<file path="config.mk">
export PLATFORM = sky130hd
export DESIGN_NAME = integer_to_ascii_radix
export DESIGN_NICKNAME = d
export VERILOG_FILES = /design/src/rtl/itoa_pkg.sv /design/src/rtl/integer_to_ascii_radix.sv
export SDC_FILE = /design/constraint.sdc
export NUM_CORES = 1
export LEC_CHECK = 0
export BUFFER_PORTS_ARGS = -buffer_cell sky130_fd_sc_hd__buf_4
export CAP_MARGIN = 10
export CORE_MARGIN = 2
export CORE_UTILIZATION = 35
export CTS_BUF_LIST = sky130_fd_sc_hd__clkbuf_2
export DETAILED_ROUTE_END_ITERATION = 12
export REMOVE_ABC_BUFFERS = 1
export SYNTH_ARGS = -nofsm -noshare
export SYNTH_HDL_FRONTEND = slang
export SYNTH_SLANG_ARGS = --single-unit
</file>
<file path="constraint.sdc">
create_clock -name clk -period 11.6 [get_ports clk]
set_clock_uncertainty 0.2 [all_clocks]
set_input_delay 0.58 -clock clk [delete_from_list [all_inputs] [get_ports clk]]
set_output_delay 0.58 -clock clk [all_outputs]
set_load 0.05 [all_outputs]
</file>
<file path="src/rtl/itoa_pkg.sv">
`timescale 1ns / 1ps
// itoa_pkg: shared types, constants, digit encoding and the control store
// for the integer to ascii converter; no dependencies

package itoa_pkg;

  localparam int VALUE_WIDTH = 16;
  localparam int RADIX_WIDTH = 6;
  localparam int SYM_WIDTH   = 8;
  localparam int MIN_RADIX   = 2;
  localparam int MAX_RADIX   = 35;
  localparam logic [SYM_WIDTH-1:0] MINUS_CHAR = 8'h2d;
  localparam logic [SYM_WIDTH-1:0] ZERO_CHAR  = 8'h30;
  localparam logic [SYM_WIDTH-1:0] ALPHA_CHAR = 8'h61;

  localparam int PC_WIDTH = 3;

  typedef struct packed {
    logic signed [VALUE_WIDTH-1:0] value;
    logic [RADIX_WIDTH-1:0]        radix;
  } itoa_in_t;

  typedef struct packed {
    logic [SYM_WIDTH-1:0] symbol;
    logic                 last;
    logic                 bad_base;
  } itoa_out_t;

  typedef enum logic [2:0] {
    OP_WAIT,
    OP_CHECK,
    OP_BAD,
    OP_SIGN,
    OP_DIVINIT,
    OP_DIVSTEP,
    OP_PUSH,
    OP_EMIT
  } op_t;

  typedef struct packed {
    op_t                 op;
    logic [PC_WIDTH-1:0] target;
  } ctl_word_t;

  localparam logic [PC_WIDTH-1:0] PC_WAIT    = 3'd0;
  localparam logic [PC_WIDTH-1:0] PC_CHECK   = 3'd1;
  localparam logic [PC_WIDTH-1:0] PC_BAD     = 3'd2;
  localparam logic [PC_WIDTH-1:0] PC_SIGN    = 3'd3;
  localparam logic [PC_WIDTH-1:0] PC_DIVINIT = 3'd4;
  localparam logic [PC_WIDTH-1:0] PC_DIVSTEP = 3'd5;
  localparam logic [PC_WIDTH-1:0] PC_PUSH    = 3'd6;
  localparam logic [PC_WIDTH-1:0] PC_EMIT    = 3'd7;

  // control store: target is taken when the step's condition holds, else pc + 1
  function automatic ctl_word_t ucode(input logic [PC_WIDTH-1:0] pc);
    ctl_word_t cw;
    case (pc)
      PC_WAIT:    cw = '{op: OP_WAIT,    target: PC_WAIT};
      PC_CHECK:   cw = '{op: OP_CHECK,   target: PC_SIGN};
      PC_BAD:     cw = '{op: OP_BAD,     target: PC_WAIT};
      PC_SIGN:    cw = '{op: OP_SIGN,    target: PC_DIVINIT};
      PC_DIVINIT: cw = '{op: OP_DIVINIT, target: PC_DIVSTEP};
      PC_DIVSTEP: cw = '{op: OP_DIVSTEP, target: PC_DIVSTEP};
      PC_PUSH:    cw = '{op: OP_PUSH,    target: PC_DIVINIT};
      PC_EMIT:    cw = '{op: OP_EMIT,    target: PC_EMIT};
      default:    cw = '{op: OP_WAIT,    target: PC_WAIT};
    endcase
    return cw;
  endfunction

  function automatic logic [SYM_WIDTH-1:0] digit_char(input logic [RADIX_WIDTH-1:0] d);
    logic [SYM_WIDTH-1:0] d_ext;
    d_ext = SYM_WIDTH'(d);
    if (d < RADIX_WIDTH'(10)) begin
      return ZERO_CHAR + d_ext;
    end else begin
      return ALPHA_CHAR + d_ext - SYM_WIDTH'(10);
    end
  endfunction

endpackage

</file>
<file path="src/rtl/integer_to_ascii_radix.sv">
`timescale 1ns / 1ps
// integer_to_ascii_radix: signed integer to ascii digits in radix 2..35
// depends on itoa_pkg (types, control store, digit encoding)

// A word is taken when start is high and busy is low. Results come out one
// per out_valid strobe, most significant character first, a leading '-' for
// negative values, last set on the final one; the receiver cannot stall and
// must take each strobe. A radix outside 2..35 gives one result with bad_base
// and last set and symbol zero. Otherwise each digit of a conversion is one
// bit-serial restoring division by the radix, one quotient bit per cycle,
// run by a small control store sequencer. busy drops in the cycle the final
// strobe is shown.

module integer_to_ascii_radix (
  input  logic                clk,
  input  logic                rst_n,
  input  logic                start,
  output logic                busy,
  input  itoa_pkg::itoa_in_t  in_data,
  output logic                out_valid,
  output itoa_pkg::itoa_out_t out_data
);

  localparam int VW   = itoa_pkg::VALUE_WIDTH;
  localparam int RW   = itoa_pkg::RADIX_WIDTH;
  localparam int PCW  = itoa_pkg::PC_WIDTH;
  localparam int CNTW = $clog2(VW);
  localparam int NDW  = $clog2(VW + 1);
  localparam int IDXW = $clog2(VW);

  logic [PCW-1:0]         pc_r, pc_nxt;
  itoa_pkg::ctl_word_t    cw;
  logic                   take;

  logic                   neg_r;
  logic [RW-1:0]          radix_r;
  logic [VW-1:0]          quo_r;
  logic [RW-1:0]          rem_r;
  logic [CNTW-1:0]        cnt_r;
  logic [NDW-1:0]         ndig_r;
  logic [RW-1:0]          stack_r [VW];
  logic                   out_valid_r;
  itoa_pkg::itoa_out_t    out_r;

  logic [VW-1:0]          raw;
  logic [RW:0]            shifted;
  logic                   ge;
  logic [RW:0]            diff;
  logic [NDW-1:0]         ndig_dec;
  logic                   radix_ok;

  assign cw       = itoa_pkg::ucode(pc_r);
  assign busy     = (cw.op != itoa_pkg::OP_WAIT);
  assign raw      = in_data.value[VW-1:0];
  assign shifted  = {rem_r, quo_r[VW-1]};
  assign diff     = shifted - {1'b0, radix_r};
  assign ge       = (shifted >= {1'b0, radix_r});
  assign ndig_dec = ndig_r - NDW'(1);
  assign radix_ok = (radix_r >= RW'(itoa_pkg::MIN_RADIX)) &&
                    (radix_r <= RW'(itoa_pkg::MAX_RADIX));

  // sequencer branch condition per micro-op
  always_comb begin
    case (cw.op)
      itoa_pkg::OP_WAIT:    take = !start;
      itoa_pkg::OP_CHECK:   take = radix_ok;
      itoa_pkg::OP_BAD:     take = 1'b1;
      itoa_pkg::OP_SIGN:    take = 1'b1;
      itoa_pkg::OP_DIVINIT: take = 1'b1;
      itoa_pkg::OP_DIVSTEP: take = (cnt_r != '0);
      itoa_pkg::OP_PUSH:    take = (quo_r != '0) &&
                                   (ndig_r + NDW'(1) < NDW'(VW));
      itoa_pkg::OP_EMIT:    take = (ndig_r != NDW'(1));
      default:              take = 1'b0;
    endcase
    pc_nxt = take ? cw.target : pc_r + PCW'(1);
  end

  // PUSH reuses the divider result of the final step, so quo_r is already final
  always_ff @(posedge clk) begin
    if (!rst_n) begin
      pc_r        <= itoa_pkg::PC_WAIT;
      out_valid_r <= 1'b0;
      ndig_r      <= '0;
    end else begin
      pc_r        <= pc_nxt;
      case (cw.op)
        itoa_pkg::OP_WAIT: begin
          out_valid_r <= 1'b0;
          if (start) begin
            neg_r   <= raw[VW-1];
            quo_r   <= raw[VW-1] ? (~raw + VW'(1)) : raw;
            radix_r <= in_data.radix;
          end
        end
        itoa_pkg::OP_CHECK: begin
          out_valid_r <= 1'b0;
          ndig_r      <= '0;
        end
        itoa_pkg::OP_BAD: begin
          out_valid_r    <= 1'b1;
          out_r.symbol   <= '0;
          out_r.last     <= 1'b1;
          out_r.bad_base <= 1'b1;
        end
        itoa_pkg::OP_SIGN: begin
          out_valid_r    <= neg_r;
          out_r.symbol   <= itoa_pkg::MINUS_CHAR;
          out_r.last     <= 1'b0;
          out_r.bad_base <= 1'b0;
        end
        itoa_pkg::OP_DIVINIT: begin
          out_valid_r <= 1'b0;
          rem_r       <= '0;
          cnt_r       <= CNTW'(VW - 1);
        end
        itoa_pkg::OP_DIVSTEP: begin
          out_valid_r <= 1'b0;
          rem_r       <= ge ? diff[RW-1:0] : shifted[RW-1:0];
          quo_r       <= {quo_r[VW-2:0], ge};
          cnt_r       <= cnt_r - CNTW'(1);
        end
        itoa_pkg::OP_PUSH: begin
          out_valid_r               <= 1'b0;
          stack_r[ndig_r[IDXW-1:0]] <= rem_r;
          ndig_r                    <= ndig_r + NDW'(1);
        end
        itoa_pkg::OP_EMIT: begin
          out_valid_r    <= 1'b1;
          out_r.symbol   <= itoa_pkg::digit_char(stack_r[ndig_dec[IDXW-1:0]]);
          out_r.last     <= (ndig_r == NDW'(1));
          out_r.bad_base <= 1'b0;
          ndig_r         <= ndig_dec;
        end
        default: begin
          out_valid_r <= 1'b0;
        end
      endcase
    end
  end

  assign out_valid = out_valid_r;
  assign out_data  = out_r;

`ifndef SYNTHESIS
  a_bad_is_last: assert property (@(posedge clk) disable iff (!rst_n)
    out_valid && out_data.bad_base |-> out_data.last && out_data.symbol == '0)
    else $error("bad radix result not a lone zero final result");

  a_last_then_quiet: assert property (@(posedge clk) disable iff (!rst_n)
    out_valid && out_data.last |=> !out_valid)
    else $error("result strobe right after final result");

  a_last_frees: assert property (@(posedge clk) disable iff (!rst_n)
    out_valid && out_data.last |-> !busy)
    else $error("still busy when final result shown");

  a_no_result_after_accept: assert property (@(posedge clk) disable iff (!rst_n)
    start && !busy |=> !out_valid && busy)
    else $error("result or idle right after accepting a word");

  a_stack_bound: assert property (@(posedge clk) disable iff (!rst_n)
    ndig_r <= NDW'(VW))
    else $error("digit count beyond value width");
`endif

endmodule
</file>
==> results of run 1 <==
cells in the mapped netlist, types with 4 or more instances:
cell type and count:
nand4_1 4, a31oi_1 8, edfxtp_1 139, xnor2_1 11
dfxtp_1 15, mux2i_1 14, nand3_1 20, a21oi_1 19
buf_2 5, ha_1 18, o21ai_0 33, nor3_1 14
clkbuf_1 14, nand2_1 72, inv_1 26, nor2_1 44
and3_1 8, mux4_2 15, a211oi_1 6, o21a_1 6
xor2_1 16, nor4_1 8
kinds of logic (layout without fill, tap and decap cells):
logic type	count (synthesis)	in the layout	synth area share, %
compound gates	108	108	9.55
xor+xnor	28	28	3.61
fa+ha+maj	20	20	3.49
buf+inv	51	116	2.91
flops	154	154	61.2
mux	31	31	6.85
simple gates	194	194	12.4
layout make-up:
class / count / area (um2)
Clock buffer: 18 / 90.1
Clock inverter: 11 / 108
Fill cell: 1918 / 12100
Inverter: 27 / 101
Multi-Input combinational cell: 381 / 2630
Sequential cell: 154 / 4470
Tap cell: 270 / 338
Timing Repair Buffer: 60 / 493
metal layers:
| layer | vias up | share of wire, % |
|---|---|---|
| met5 | - | 0 |
| met4 | 0 | 1.8 |
| met1 | 2380 | 43 |
| li1 | 2306 | - |
| met3 | 27 | 7.1 |
| met2 | 181 | 49 |
where the power goes:
part / internal (mW) / switching [mW] / total (mW) / leakage [nW]
clock network: 0.0926 / 0.177 / 0.270 / 0.128
logic: 0.148 / 0.234 / 0.382 / 1.34
registers: 0.665 / 0.0534 / 0.718 / 1.38
worst max-delay path: cells and delay by family, from the launching register on:
| kind | cells | cell delay (ns) |
|---|---|---|
| flip-flops | 1 | 0.35 |
| AO/OA/AOI/OAI | 2 | 0.62 |
| multiplexers | 1 | 0.35 |
| adder cells (fa/ha/maj) | 2 | 0.61 |
| XOR/XNOR | 1 | 0.77 |
| buffers and inverters | 4 | 0.92 |
| AND/OR/NAND/NOR | 3 | 0.44 |
worst min path at each step:
| stage | startpoint | to | slack (ns) | cells after the start |
|---|---|---|---|---|
| after floorplan | neg_r | out_valid | 0.24 | 1 |
| after global placement | cw[0] | cw[1] | 0.27 | 2 |
| after detailed placement | cw[0] | cw[1] | 0.30 | 2 |
| after CTS | in_data[20] | quo_r[14] | 0.01 | 3 |
| after global routing | in_data[7] | quo_r[1] | 0.01 | 3 |
| final | in_data[7] | quo_r[1] | 0.08 | 3 |
per-stage QoR:
| step | setup slack [ns] | util [%] | instances | instance area (um2) |
|---|---|---|---|---|
| after floorplan | 6.96 | - | 562 | 7200 |
| after global placement | 7.37 | 38.6 | 875 | 7860 |
| after detailed placement | 7.26 | 38.6 | 875 | 7860 |
| after CTS | 7.17 | 40.4 | 921 | 8230 |
| after global routing | 6.86 | 40.4 | 921 | 8230 |
| final | 7.19 | 40.4 | 921 | 8230 |
state kept, by name, summed over array words and instances, names as in the netlist, 4 cells and up:
register  cells
cw            6
rem_r         6
out_data     10
radix_r       6
cnt_r         4
stack_r      96
quo_r        16
ndig_r        5
timing repair:
action	4_1_cts	5_1_grt
hold endpoints to repair	24	0
hold buffers	17	0
endpoints found under the setup margin	0	0
setup buffers	0	0
==> impl_results.md, run 1 <==
* Max Cap Viol at 0
* Max Slew Vio Count at 0
* Starting Density at 35.9%
* Remaining Overflow, GRT at 0
* Most frequent cells in the layout: edfxtp_1 (139), nand2_1 (72), nor2_1 (43), buf_4 (43), o21ai_0 (33)
* Die Y at 149 um
* Cell Pwr Density at 166 nW/um2
* Worst setup path endpoint: out_data[3]
* Distinct cell type count after synthesis at 67
* Yosys Warn Count at 0
* Synth-to-layout area growth at 12.6%
* Slew @ Worst Pin at 1.02 ns
* Total Die Area at 22,100 um2
* Fin crit period at 4.41 ns
* Crit path DAT at 4.77 ns
* H-Tree Level Count at 4
* CTS tree: done
* Antenna cells at 0
* Final setup viols at 0
* Worst Path Required at 11.97 ns
* Number of buffers added on ports at 36
* CORE AREA at 20,400 um2
* Initial antenna violation count at 0
* Status: completed
* Yosys top cell by area: edfxtp_1
* GRT Resource Usage Total at 15.1%
* Synth top area cells: edfxtp_1 (57%), mux4_2 (4.6%), dfxtp_1 (4.1%)
* Post_cts resized at 0
* Most common cell after layout, fill and taps aside: edfxtp_1
* Seq/Total Area, Yosys at 61.2%
* Buffer depth of the longest clock path at 2
* Avg Cell Area, Syn at 12.5 um2
* Fin crit share at 38.0%
* # rows at 52
* Post-Synthesis Cells at 586
* DR iter-0 viols at 441
* Routability cong. at 0.857
* Sink Count at 154
* Pleak at 2.84 nW
* Number of global-route vias before repair at 4,855
* Worst setup SP type: flop
* Hold Crit Class: input port to flop
* Mapped Area at 7310 um2
* Reg2reg setup slack at 7.19 ns
* Fin Hold WS at 0.0822 ns
* FF-to-FF End: out_data[3]
* Post-synth EDFFs at 139
* Avg WL per Cell at 17.2 um
* Fraction of layout instances using a drive strength above 1 at 14.4%
* IO Count at 37
* Root Driver: clkbuf_2
* Setup Total Neg Slack at 0 ns
* Worst R2R Path Depth at 13
* Relative slew slack at 31.9%
* Maximum net fanout on the critical path at 30
* Area fraction of the dominant cell type after synthesis at 57.1%
* CP endpoint kind: flop
* Slowest stage cell on the critical path: xor2_4
* Met3 usage at 4.02%
* Largest net degree at the start of global routing at 39
* Vias at 4,894
* Crit path from: ndig_r[0]
* Most common flop cell mapped by yosys: edfxtp_1
* Global routing usage on met2 at 24.6%
* Final hold violations at 0
* Fraction of registers with async set/reset at 0%
* Die X-Extent at 149 um
* Routed wire length at 15,900 um
* Critical path's most frequent cell: inv_1
* Synthesis-stage register bit count at 154
* DRC errors left at 0
* Fmax at 0.227 GHz
* Via density at 5.31
* Num CTS Buffers at 17
* RR Startpoint: ndig_r[0]
* First-pass DRT Iterations at 7
* Crit Path Class: flop to flop
* CP cell instances: buf_4, inv_1, ha_1, xor2_4, nand2_1, and3_1, a31oi_1, inv_1, ha_1, inv_1, a221o_1, mux2_1, nor2_1
* Nets at 685
* Post-DP HPWL at 11,100 um
* Max incr delay on CP at 0.77 ns
* Peak supply drop at 0.0000601 V
* Skew-Pair Late Insertion Delay at 0.70 ns
* Met1 GRT Util at 19.6%
* GRT busiest layer: met2
* Clock-pin slew on the worst setup and hold paths at 0.20 ns
* Routed Antenna Nets at 0
* Global-route wire length before repair at 25,600 um
* Overall Power at 1.37 mW
* RSZ-0062 raised after global routing: false
No activity file was read; power rests on OpenSTA's default activity.
==> run 2: changes to the inputs <==
==> constraint.sdc (replaced) <==
create_clock -name clk -period 3.8 [get_ports clk]
set_clock_uncertainty 0.2 [all_clocks]
set_input_delay 0.19 -clock clk [delete_from_list [all_inputs] [get_ports clk]]
set_output_delay 0.19 -clock clk [all_outputs]
set_load 0.05 [all_outputs]
==> run 2 against run 1 <==
Net effect: cell count is 3.9% higher; highest routed layer unchanged; cell area up 4.5%; critical path type unchanged; total power grew to 3.2 times the previous value; clock power grew to 3.4 times the previous value; critical endpoint is now out_data[6].
==> impl_results.md, run 2 (same netlist as run 1, synthesis figures left out) <==
* Via density at 5.16
* Largest net degree at the start of global routing at 30
* Clock Power Share at 21.5%
* RSZ-0062 raised after global routing: false
* Total Die Area at 22,100 um2
* Slew @ Worst Pin at 1.06 ns
* Non-Filler Instances at 957
* Placement Cell Area at 7910 um2
* Critical path's most frequent cell: inv_1
* Final hold violations at 0
* Synth-to-layout area growth at 17.7%
* Flop pwr share at 50.5%
* Skew-Pair Late Insertion Delay at 0.74 ns
* Buffer depth of the longest clock path at 2
* Post-DP HPWL at 11,100 um
* Antenna cells at 0
* GRT busiest layer: met2
* Setup Total Neg Slack at 0 ns
* Avg WL per Cell at 16.7 um
* Met3 usage at 3.96%
* Pre-CTS WS at 0.182 ns
* Maximum net fanout on the critical path at 26
* Initial antenna violation count at 0
* H-Tree Level Count at 4
* DR iter-0 viols at 321
* Final worst slack at 0.282 ns
* Final instance area at 8600 um2
* # rows at 52
* Vias at 4,942
* # placed instances at 881
* Slowest stage cell on the critical path: dfxtp_1
* Sw frac at 35.6%
* CORE AREA at 20,400 um2
* CTS tree: done
* Final setup viols at 0
* Logic gate share of total power at 28.0%
* Cell Pwr Density at 504 nW/um2
* Global-route wire length before repair at 25,600 um
* Most frequent cells in the layout: edfxtp_1 (139), nand2_1 (72), buf_4 (48)
* Relative slew slack at 29.6%
* Routability cong. at 0.818
* CP cell instances: inv_1, ha_2, buf_6, mux4_2, nand2_1, a31oi_2, inv_1, ha_1, inv_1, a221o_2, and4_1, nor3_1
* Post-CTS setup buffer count at 0
* Clock-pin slew on the worst setup and hold paths at 0.27 ns
* Max Cap Viol at 0
* Met1 GRT Util at 19.7%
* Reg2reg setup slack at 0.28 ns
* Max incr delay on CP at 0.49 ns
* Int Pwr at 2.79 mW
* Largest register FFs at 96
* Fin crit period at 3.52 ns
* Crit Path Class: flop to flop
* DRC errors left at 0
* Worst path bufs/invs at 4
* Fraction of layout instances using a drive strength above 1 at 16.0%
* Status: completed
* Starting Density at 35.9%
* Most common cell after layout, fill and taps aside: edfxtp_1
* CP endpoint kind: flop
* Fin crit share at 92.6%
* Die X-Extent at 149 um
* GRT Resource Usage Total at 15.1%
* Max Slew Vio Count at 0
* Sink Count at 154
* Hold Crit Class: input port to flop
* Pleak at 3.00 nW
* Peak supply drop at 0.000192 V
* Kind of cell adding the most delay to the critical path: adder cells
* Number of global-route vias before repair at 4,867
* Crit path DAT at 3.89 ns
* Num CTS Buffers at 17
* Worst setup SP type: flop
* Routed Antenna Nets at 0
* Remaining Overflow, GRT at 0
* Routed wire length at 16,000 um
* IO Count at 37
* Global routing usage on met2 at 25.6%
* Psw at 1.54 mW
* Number of buffers added on ports at 36
* Fmax at 0.284 GHz
* Worst Path Required at 4.17 ns
* Root Driver: clkbuf_2
* Nets at 718
* Die Y at 149 um
* First-pass DRT Iterations at 8
* Fin Hold WS at 0.136 ns
[run 2: cell count changes in the layout (fill, tap and decap cells not counted), moves of 2 or more]
cell and delta:
clkinv_2 -2, dlygate4sd3_1 +27, inv_6 +4, buf_4 +5, ha_2 +2, clkinv_4 +3
inv_8 +4, ha_1 -2, clkinv_1 -3
[run 2: layer usage]
metal	vias to the layer above	wire [um]
li1	2387	-
met2	139	7950
met5	-	0
met4	0	113
met3	12	850
met1	2404	7110
[run 2: power groups by stage]
stage                     combinational (mW)  sequential [mW]  clock (mW)
after floorplan                        0.805             2.20           0
after global routing                    1.35             2.22        1.02
after CTS                               1.20             2.19       0.955
final                                   1.21             2.19       0.930
after detailed placement                1.16             2.23           0
after global placement                  1.12             2.22           0
[run 2: timing repair]
action / 4_1_cts / 5_1_grt
hold buffers: 43 / 1
setup endpoints to repair: 0 / 7
endpoints found under the hold margin: 81 / 2
resized for setup: 0 / 5
[run 2: metrics by stage]
step,utilization [%],total power [mW]
2_1_floorplan,-,3.01
3_3_place_gp,38.8,3.34
3_5_place_dp,38.8,3.38
4_1_cts,42.1,4.35
5_1_grt,42.2,4.58
6_report,42.2,4.33
[run 2: cell type report]
class / instances / area [um2]
Fill cell: 1900 / 11800
Sequential cell: 154 / 4470
Multi-Input combinational cell: 381 / 2640
Timing Repair Buffer: 93 / 812
Tap cell: 270 / 338
Clock inverter: 15 / 155
Inverter: 27 / 101
Clock buffer: 17 / 85.1
[run 2: worst paths after layout]
kind / start / endpoint / cells past startpoint
max: ndig_r[1] / out_data[6] / 12
max reg2reg: ndig_r[1] / out_data[6] / 12
min reg2reg: cw[0] / cw[1] / 2
min: in_data[21] / neg_r / 2
